===== config.mk =====
export PLATFORM = sky130hd
export DESIGN_NAME = ultrasonic_echo_ranger_flat
export DESIGN_NICKNAME = d
export VERILOG_FILES = /design/src/design/uer_pkg.sv /design/src/design/uer_ifs.sv /design/src/design/ultrasonic_echo_ranger.sv /design/src/design/uer_core.sv /design/src/flat_wrapper.sv
export SDC_FILE = /design/constraint.sdc
export NUM_CORES = 1
export LEC_CHECK = 0
export CAP_MARGIN = 15
export CORE_MARGIN = 8
export CORE_UTILIZATION = 60
export DETAILED_ROUTE_END_ITERATION = 6
export DONT_BUFFER_PORTS = 1
export PLACE_DENSITY = 0.76
export SYNTH_ARGS = -nofsm -noshare
export SYNTH_HDL_FRONTEND = slang
export SYNTH_SLANG_ARGS = --single-unit

===== constraint.sdc =====
create_clock -name clk -period 6.1 [get_ports clk]
set_input_delay 0.915 -clock clk [delete_from_list [all_inputs] [get_ports clk]]
set_output_delay 0.915 -clock clk [all_outputs]
set_load 0.01 [all_outputs]

===== src/design/uer_pkg.sv =====
// Shared types and constants for the ultrasonic echo ranger.
package uer_pkg;

  localparam int COUNT_WIDTH = 10;   // sample counter width
  localparam int TICK_WIDTH  = 10;   // tick counter width
  localparam int CFG_DATA_W  = 10;
  localparam int CFG_IDX_W   = 2;

  localparam logic [TICK_WIDTH-1:0] REV_SHORT_LEN = TICK_WIDTH'(2);
  localparam logic [TICK_WIDTH-1:0] REV_PULSE_LEN = TICK_WIDTH'(10);
  localparam logic [TICK_WIDTH-1:0] FWD_FIRST_LEN = TICK_WIDTH'(500);
  localparam logic [TICK_WIDTH-1:0] FWD_OTHER_LEN = TICK_WIDTH'(200);

  localparam logic [9:0] RESET_PERIOD = 10'd50;
  localparam logic [9:0] RESET_LIMIT  = 10'd300;

  typedef enum logic [2:0] {
    PH_IDLE  = 3'd0,
    PH_TRIG1 = 3'd1,
    PH_TRIG2 = 3'd2,
    PH_TRIG3 = 3'd3,
    PH_WAIT  = 3'd4,
    PH_COUNT = 3'd5
  } phase_t;

  typedef enum logic [CFG_IDX_W-1:0] {
    REG_REVERSE_MODE  = 2'd0,
    REG_SAMPLE_PERIOD = 2'd1,
    REG_COUNT_LIMIT   = 2'd2
  } cfg_reg_t;

  typedef struct packed {
    logic       reverse_mode;
    logic [9:0] sample_period;
    logic [9:0] count_limit;
  } cfg_t;

  typedef struct packed {
    logic       trigger_level;
    logic       busy_res;
    logic       done_res;
    logic [9:0] echo_count;
    logic       valid_res;
  } result_t;

endpackage


===== src/design/uer_ifs.sv =====
// Handshake channel interfaces: tick input, result output, register write.
interface uer_tick_if;
  logic valid;
  logic ready;
  logic start_req;
  logic echo;

  modport source (output valid, output start_req, output echo, input ready);
  modport sink   (input valid, input start_req, input echo, output ready);
endinterface

interface uer_result_if;
  logic       valid;
  logic       ready;
  logic       trigger_level;
  logic       busy_res;
  logic       done_res;
  logic [9:0] echo_count;
  logic       valid_res;

  modport source (output valid, output trigger_level, output busy_res, output done_res,
                  output echo_count, output valid_res, input ready);
  modport sink   (input valid, input trigger_level, input busy_res, input done_res,
                  input echo_count, input valid_res, output ready);
endinterface

interface uer_cfg_if;
  logic       valid;
  logic       ready;
  logic [1:0] index;
  logic [9:0] data;

  modport source (output valid, output index, output data, input ready);
  modport sink   (input valid, input index, input data, output ready);
endinterface


===== src/design/ultrasonic_echo_ranger.sv =====
// Top level of the ultrasonic echo ranger: register port, core and result register.
//
// Ultrasonic echo ranger. Each item on the tick channel is one microsecond
// time-base tick carrying a start request and the sampled echo level; every
// tick produces exactly one result item with the trigger line level, busy,
// a one-tick done flag, the echo sample count and a valid flag. A start in
// idle launches a three-phase trigger pulse (reverse mode: low 2, high 10,
// low 2 ticks; otherwise high 500, low 200, high 200), then the block waits
// for the echo to go active (high in reverse mode, low otherwise) and counts
// one sample every sample_period ticks until the echo drops (valid) or the
// count reaches count_limit or counter full (invalid). Starts while busy are
// dropped. Rate: one tick per clock cycle while the result channel is ready;
// a result appears in the cycle after its tick is taken, set by the single
// result register behind the state update. The tick channel stays ready
// while that register is empty or being drained, so back-pressure on the
// result channel holds the tick channel for exactly as long. Registers (index:
// 0 reverse_mode, 1 sample_period, 2 count_limit) are written on a clock edge,
// always ready; write them only while no item is in flight. A change made
// during a measurement takes effect from the next tick. Other indexes are ignored.
module ultrasonic_echo_ranger (
  input  logic         clk,
  input  logic         rst,
  uer_tick_if.sink     tick,
  uer_result_if.source result,
  uer_cfg_if.sink      cfg
);
  import uer_pkg::*;

  cfg_t    cfg_regs;
  result_t step_res;
  result_t res_data;
  logic    res_valid;
  logic    step;

  // Register write port: always ready.
  assign cfg.ready = 1'b1;

  always_ff @(posedge clk) begin
    if (rst) begin
      cfg_regs.reverse_mode  <= 1'b1;
      cfg_regs.sample_period <= RESET_PERIOD;
      cfg_regs.count_limit   <= RESET_LIMIT;
    end else if (cfg.valid) begin
      unique case (cfg.index)
        REG_REVERSE_MODE:  cfg_regs.reverse_mode  <= cfg.data[0];
        REG_SAMPLE_PERIOD: cfg_regs.sample_period <= cfg.data;
        REG_COUNT_LIMIT:   cfg_regs.count_limit   <= cfg.data;
        default: ;  // drop writes to unused indexes
      endcase
    end
  end

  // Take a tick whenever the result register is free or drains this cycle.
  assign tick.ready = !res_valid || result.ready;
  assign step       = tick.valid && tick.ready;

  uer_core u_core (
    .clk       (clk),
    .rst       (rst),
    .step      (step),
    .start_req (tick.start_req),
    .echo      (tick.echo),
    .cfg       (cfg_regs),
    .res       (step_res)
  );

  // Result register: advance on a new tick, hold under back-pressure.
  always_ff @(posedge clk) begin
    if (rst) begin
      res_valid <= 1'b0;
    end else if (step) begin
      res_valid <= 1'b1;
    end else if (result.ready) begin
      res_valid <= 1'b0;
    end
  end

  always_ff @(posedge clk) begin
    if (step) begin
      res_data <= step_res;
    end
  end

  assign result.valid         = res_valid;
  assign result.trigger_level = res_data.trigger_level;
  assign result.busy_res      = res_data.busy_res;
  assign result.done_res      = res_data.done_res;
  assign result.echo_count    = res_data.echo_count;
  assign result.valid_res     = res_data.valid_res;

`ifndef ASSERT_OFF
  a_tick_gives_result: assert property (@(posedge clk) disable iff (rst)
    step |=> res_valid)
    else $error("accepted tick left no result");
  a_no_overwrite: assert property (@(posedge clk) disable iff (rst)
    res_valid && !result.ready |-> !step)
    else $error("pending result overwritten");
  a_cfg_reset: assert property (@(posedge clk)
    $past(rst) |-> cfg_regs.reverse_mode && cfg_regs.sample_period == RESET_PERIOD)
    else $error("registers not at reset values after reset");
`endif

endmodule


===== src/design/uer_core.sv =====
// Measurement state machine: trigger phases, echo wait and sample counting.
module uer_core (
  input  logic            clk,
  input  logic            rst,
  input  logic            step,
  input  logic            start_req,
  input  logic            echo,
  input  uer_pkg::cfg_t   cfg,
  output uer_pkg::result_t res
);
  import uer_pkg::*;

  phase_t                  phase, phase_next;
  logic [TICK_WIDTH-1:0]   tick_counter, tick_counter_next;
  logic [COUNT_WIDTH-1:0]  sample_counter, sample_counter_next;
  logic                    trigger_reg, trigger_reg_next;

  logic                    active;
  logic [TICK_WIDTH-1:0]   cur_len;
  logic [COUNT_WIDTH-1:0]  sample_inc;
  logic                    over_limit;
  logic                    done, valid;

  function automatic logic level_of(input phase_t ph, input logic rev);
    return rev ? (ph == PH_TRIG2) : (ph != PH_TRIG2);
  endfunction

  assign active = cfg.reverse_mode ? echo : ~echo;

  always_comb begin
    if (cfg.reverse_mode) begin
      cur_len = (phase == PH_TRIG2) ? REV_PULSE_LEN : REV_SHORT_LEN;
    end else begin
      cur_len = (phase == PH_TRIG1) ? FWD_FIRST_LEN : FWD_OTHER_LEN;
    end
  end

  assign sample_inc = sample_counter + COUNT_WIDTH'(1);
  assign over_limit = (COUNT_WIDTH'(cfg.count_limit) <= sample_inc) ||
                      (sample_inc == {COUNT_WIDTH{1'b1}});

  always_comb begin
    phase_next          = phase;
    tick_counter_next   = tick_counter;
    sample_counter_next = sample_counter;
    trigger_reg_next    = trigger_reg;
    done                = 1'b0;
    valid               = 1'b0;
    unique case (phase)
      PH_IDLE: begin
        if (start_req) begin
          phase_next        = PH_TRIG1;
          tick_counter_next = TICK_WIDTH'(1);
          trigger_reg_next  = level_of(PH_TRIG1, cfg.reverse_mode);
        end
      end
      PH_TRIG1, PH_TRIG2, PH_TRIG3: begin
        if (tick_counter >= cur_len) begin
          if (phase == PH_TRIG3) begin
            phase_next        = PH_WAIT;
            tick_counter_next = '0;
          end else begin
            phase_next        = phase_t'(phase + 3'd1);
            tick_counter_next = TICK_WIDTH'(1);
            trigger_reg_next  = level_of(phase_t'(phase + 3'd1), cfg.reverse_mode);
          end
        end else begin
          tick_counter_next = tick_counter + TICK_WIDTH'(1);
        end
      end
      PH_WAIT: begin
        if (active) begin
          phase_next          = PH_COUNT;
          tick_counter_next   = '0;
          sample_counter_next = '0;
        end
      end
      PH_COUNT: begin
        if (tick_counter == '0) begin
          sample_counter_next = sample_inc;
          if (over_limit) begin
            done = 1'b1;
          end else if (!active) begin
            done  = 1'b1;
            valid = 1'b1;
          end
          if (done) begin
            phase_next = PH_IDLE;
          end else if (cfg.sample_period == '0) begin
            tick_counter_next = '0;
          end else begin
            tick_counter_next = TICK_WIDTH'(cfg.sample_period - 10'd1);
          end
        end else begin
          tick_counter_next = tick_counter - TICK_WIDTH'(1);
        end
      end
      default: begin
        phase_next        = PH_IDLE;
        tick_counter_next = '0;
      end
    endcase
  end

  always_comb begin
    res.trigger_level = trigger_reg_next;
    res.busy_res      = (phase_next != PH_IDLE);
    res.done_res      = done;
    res.echo_count    = done ? 10'(sample_inc) : 10'd0;
    res.valid_res     = valid;
  end

  always_ff @(posedge clk) begin
    if (rst) begin
      phase          <= PH_IDLE;
      tick_counter   <= '0;
      sample_counter <= '0;
      trigger_reg    <= 1'b0;
    end else if (step) begin
      phase          <= phase_next;
      tick_counter   <= tick_counter_next;
      sample_counter <= sample_counter_next;
      trigger_reg    <= trigger_reg_next;
    end
  end

`ifndef ASSERT_OFF
  a_hold_without_step: assert property (@(posedge clk) disable iff (rst)
    !step |=> $stable(phase) && $stable(tick_counter) && $stable(sample_counter))
    else $error("state moved without an accepted item");
  a_wait_exit: assert property (@(posedge clk) disable iff (rst)
    step && phase == PH_WAIT |=> phase == PH_WAIT || phase == PH_COUNT)
    else $error("wait phase left for a phase other than count");
  a_done_only_counting: assert property (@(posedge clk) disable iff (rst)
    res.done_res |-> phase == PH_COUNT && tick_counter == '0)
    else $error("done outside a sample tick");
  a_valid_needs_done: assert property (@(posedge clk) disable iff (rst)
    res.valid_res || res.echo_count != 10'd0 |-> res.done_res && !res.busy_res)
    else $error("valid or count shown without done");
`endif

endmodule

===== src/flat_wrapper.sv =====
// flat-port wrapper written by rule: the top's interface ports become plain ports
module ultrasonic_echo_ranger_flat import uer_pkg::*;
  (clk, rst, tick_valid, tick_start_req, tick_echo, tick_ready, result_valid, result_trigger_level, result_busy_res, result_done_res, result_echo_count, result_valid_res, result_ready, cfg_valid, cfg_index, cfg_data, cfg_ready);
  uer_tick_if tick_i ();
  uer_result_if result_i ();
  uer_cfg_if cfg_i ();
  input  logic clk;
  input  logic rst;
  input wire logic [$bits(tick_i.valid)-1:0] tick_valid;
  input wire logic [$bits(tick_i.start_req)-1:0] tick_start_req;
  input wire logic [$bits(tick_i.echo)-1:0] tick_echo;
  output wire logic [$bits(tick_i.ready)-1:0] tick_ready;
  output wire logic [$bits(result_i.valid)-1:0] result_valid;
  output wire logic [$bits(result_i.trigger_level)-1:0] result_trigger_level;
  output wire logic [$bits(result_i.busy_res)-1:0] result_busy_res;
  output wire logic [$bits(result_i.done_res)-1:0] result_done_res;
  output wire logic [$bits(result_i.echo_count)-1:0] result_echo_count;
  output wire logic [$bits(result_i.valid_res)-1:0] result_valid_res;
  input wire logic [$bits(result_i.ready)-1:0] result_ready;
  input wire logic [$bits(cfg_i.valid)-1:0] cfg_valid;
  input wire logic [$bits(cfg_i.index)-1:0] cfg_index;
  input wire logic [$bits(cfg_i.data)-1:0] cfg_data;
  output wire logic [$bits(cfg_i.ready)-1:0] cfg_ready;
  assign tick_i.valid = tick_valid;
  assign tick_i.start_req = tick_start_req;
  assign tick_i.echo = tick_echo;
  assign tick_ready = tick_i.ready;
  assign result_valid = result_i.valid;
  assign result_trigger_level = result_i.trigger_level;
  assign result_busy_res = result_i.busy_res;
  assign result_done_res = result_i.done_res;
  assign result_echo_count = result_i.echo_count;
  assign result_valid_res = result_i.valid_res;
  assign result_i.ready = result_ready;
  assign cfg_i.valid = cfg_valid;
  assign cfg_i.index = cfg_index;
  assign cfg_i.data = cfg_data;
  assign cfg_ready = cfg_i.ready;
  ultrasonic_echo_ranger u_core (.clk(clk), .rst(rst), .tick(tick_i), .result(result_i), .cfg(cfg_i));
endmodule

==> results.json <==
{
  "ys_seq_elements": 60,
  "rsz0062_at_grt": "no",
  "final_common_cell": "nand2_1",
  "fp.dieH_um": 99.2,
  "grt_pass1_wl_um": 17100,
  "synth_cell_types": 66,
  "routed_wl_um": 10600,
  "top_register": "u_core.cfg_regs",
  "ant_nets": 0,
  "holdPathStages": 2,
  "clock_path_buffers": 2,
  "syn_inst": 520,
  "dp_hpwl_um": 7560,
  "viasPerCell": 6.47,
  "maxSlewHeadroom_pct": 19.5,
  "status": "finished clean",
  "clock-sinks": 60,
  "reg2reg_from": "u_core.u_core.phase[0]",
  "critPathArrivalTime_ns": 4.01,
  "vias": 3859,
  "async_reset_ff_share_pct": 0,
  "p_leak_nw": 1.60,
  "fp.dieW_um": 99.2,
  "drv_cap": 0,
  "yosysSeqAreaShare_pct": 32.3,
  "skew_ns": 0.0131,
  "num_antenna_cells": 0,
  "fin_crit_ns": 3.76,
  "drt_iter0_drc": 349,
  "cts_hold_buf": 0,
  "synth-edff-count": 14,
  "r2r_cells": 9,
  "grt_max_degree": 38,
  "clock_latency_ns": 0.34,
  "placedCellCount": 580,
  "layout-drive-gt1-share_pct": 6.01,
  "preCtsSetupSlack_ns": 2.49,
  "tightest_slew_ns": 1.21,
  "drv_slew": 0,
  "worstHoldStart": "u_core.cfg_regs[9]",
  "rrSetupSlack_ns": 2.34,
  "dieArea_um2": 9840,
  "r2r-end": "u_core.u_core.tick_counter[9]",
  "setup_slack_ns": 2.34,
  "track_usage_pct": 21.3,
  "met3_usage_pct": 5.03,
  "fmax_mhz": 266,
  "grtUsageMet2_pct": 33.7,
  "first_pass_iters": 5,
  "layout_common_cells": "85 x nand2_1, 55 x nor2_1, 48 x a21oi_1, 46 x dfxtp_1",
  "dpl_cell_area_um2": 4120,
  "ctsResizeCount": 0,
  "grt_pass1_vias": 3518,
  "rows": 30,
  "tns_ns": 0,
  "cp_max_fo": 16,
  "hold_ws_ns": 0.464,
  "clk_pin_slew_worst_paths_ns": 0.07,
  "dominantRegCellSynth": "dfxtp_1",
  "synth_nets": 566,
  "cts_tree": "yes",
  "endpoint_kind": "flop",
  "min_to": "u_core.cfg_regs[9]",
  "io_buffers": 0,
  "finalCritPeriodShare_pct": 61.6,
  "power_per_cell_area_nw_per_um2": 218,
  "routedWlPerCell_um": 17.7,
  "cts_inserted_buffers": 9,
  "yosysWarnings": 0,
  "use_met1_pct": 27.5,
  "synth_area_per_cell_um2": 7.98,
  "drc": 0,
  "setup_violations": 0,
  "ios": 36,
  "nets": 557,
  "core_um2": 6760,
  "start_kind": "flop",
  "root_buffer": "clkbuf_8",
  "netlist_area_um2": 4150,
  "antenna_found_initial": 0,
  "worstSetupPathType": "reg2reg",
  "gp_congestion": 0.954,
  "final_area_um2": 4340,
  "largest_register_ff_count": 21,
  "postCtsSetupBuffers": 0,
  "fin_cells": 596,
  "initial_core_util_pct": 61.4,
  "final_hold_viol_count": 0,
  "min_path_type": "reg2reg",
  "htree_levels": 3,
  "top_usage_layer": "met2",
  "area_delta_synth_final_pct": 4.61,
  "vdd_drop_max_v": 0.000141,
  "grt_overflow_total": 0,
  "crit_required_ns": 6.35
}
-- worst max-delay path by stage --
stage                     depth (start not counted)  slack, ns                    from                             to
after CTS                                         9       2.46  u_core.u_core.phase[0]  u_core.u_core.tick_counter[7]
after detailed placement                          9       2.49  u_core.u_core.phase[0]  u_core.u_core.tick_counter[7]
after floorplan                                  14       3.38  u_core.u_core.phase[1]         u_core.u_core.phase[1]
final                                             9       2.34  u_core.u_core.phase[0]  u_core.u_core.tick_counter[9]
after global routing                              9       2.13  u_core.u_core.phase[0]  u_core.u_core.tick_counter[7]
after global placement                            9       2.58  u_core.u_core.phase[0]  u_core.u_core.tick_counter[7]
-- final cells by class --
cell class	instances	area, µm²
Inverter	22	82.6
Tap cell	80	100
Sequential cell	60	1340
Multi-Input combinational cell	416	2580
Clock inverter	3	42.5
Fill cell	554	2410
Clock buffer	13	180
Timing Repair Buffer	2	15.0
-- worst max-delay path, stage by stage, from the launching register on --
cell and delay, ns:
dfxtp_1 0.48, ha_1 0.42, nand3_1 0.24, ha_1 0.35
a211o_1 0.28, o2bb2ai_1 0.94, nand2_1 0.42, nor3b_1 0.29
o21ai_0 0.13, o32ai_1 0.13
-- power by group --
group          switching, mW  internal (mW)
sequential            0.0150          0.420
combinational         0.0720         0.0404
clock                  0.163          0.235
-- logic make-up (layout without fill, tap and decap cells) --
| family | Yosys count | count (layout) | synth area share (%) |
|---|---|---|---|
| and+or+nand+nor | 225 | 225 | 25.5 |
| muxes | 9 | 9 | 2.17 |
| xor gates and xnor gates | 22 | 22 | 5.27 |
| DFF | 60 | 60 | 32.3 |
| adders and majority gates | 27 | 27 | 8.14 |
| AOI/OAI and AO/OA | 132 | 132 | 21.0 |
| other | 1 | 1 | 0.0903 |
| buffers and inverters | 44 | 40 | 5.52 |
-- per-layer routing --
layer	up-vias	wire length, µm
met3	24	905
met5	-	0
li1	1851	-
met2	171	4740
met4	0	183
met1	1813	4740
-- synth_stat cells, drive strengths merged, types with 2 or more instances --
master / count / area (µm²)
o221ai: 3 / 26.3
and3: 8 / 50.1
edfxtp: 14 / 420
a32oi: 2 / 17.5
ha: 27 / 338
o31ai: 2 / 15.0
or3: 4 / 26.3
o32ai: 4 / 35.0
a41oi: 3 / 33.8
nand3b: 7 / 52.6
o22ai: 4 / 25.0
a21oi: 48 / 240
mux2i: 9 / 90.1
o31a: 2 / 17.5
a31oi: 7 / 43.8
nand4: 6 / 52.6
buf: 12 / 105
a211o: 3 / 26.3
a311oi: 4 / 35.0
o21ai: 29 / 156
a21o: 4 / 30.0
and2: 4 / 25.0
dfxtp: 46 / 921
xor2: 11 / 104
xnor2: 10 / 87.6
nand2: 85 / 319
inv: 21 / 78.8
or2: 2 / 12.5
nor3b: 4 / 30.0
nor4: 3 / 18.8
nor3: 19 / 95.1
and4: 2 / 17.5
a221oi: 2 / 30.0
o211ai: 5 / 42.5
clkbuf: 10 / 41.3
nand2b: 4 / 25.0
nor2: 56 / 213
nand3: 17 / 85.1
-- per-stage QoR --
step	total power, mW	util [%]
detailed placement	0.553	61.0
finish	0.946	64.3
global route	0.976	64.3
CTS	0.948	64.3
floorplan	0.534	-
global placement	0.551	61.0
(Power assumes the default switching activity.)
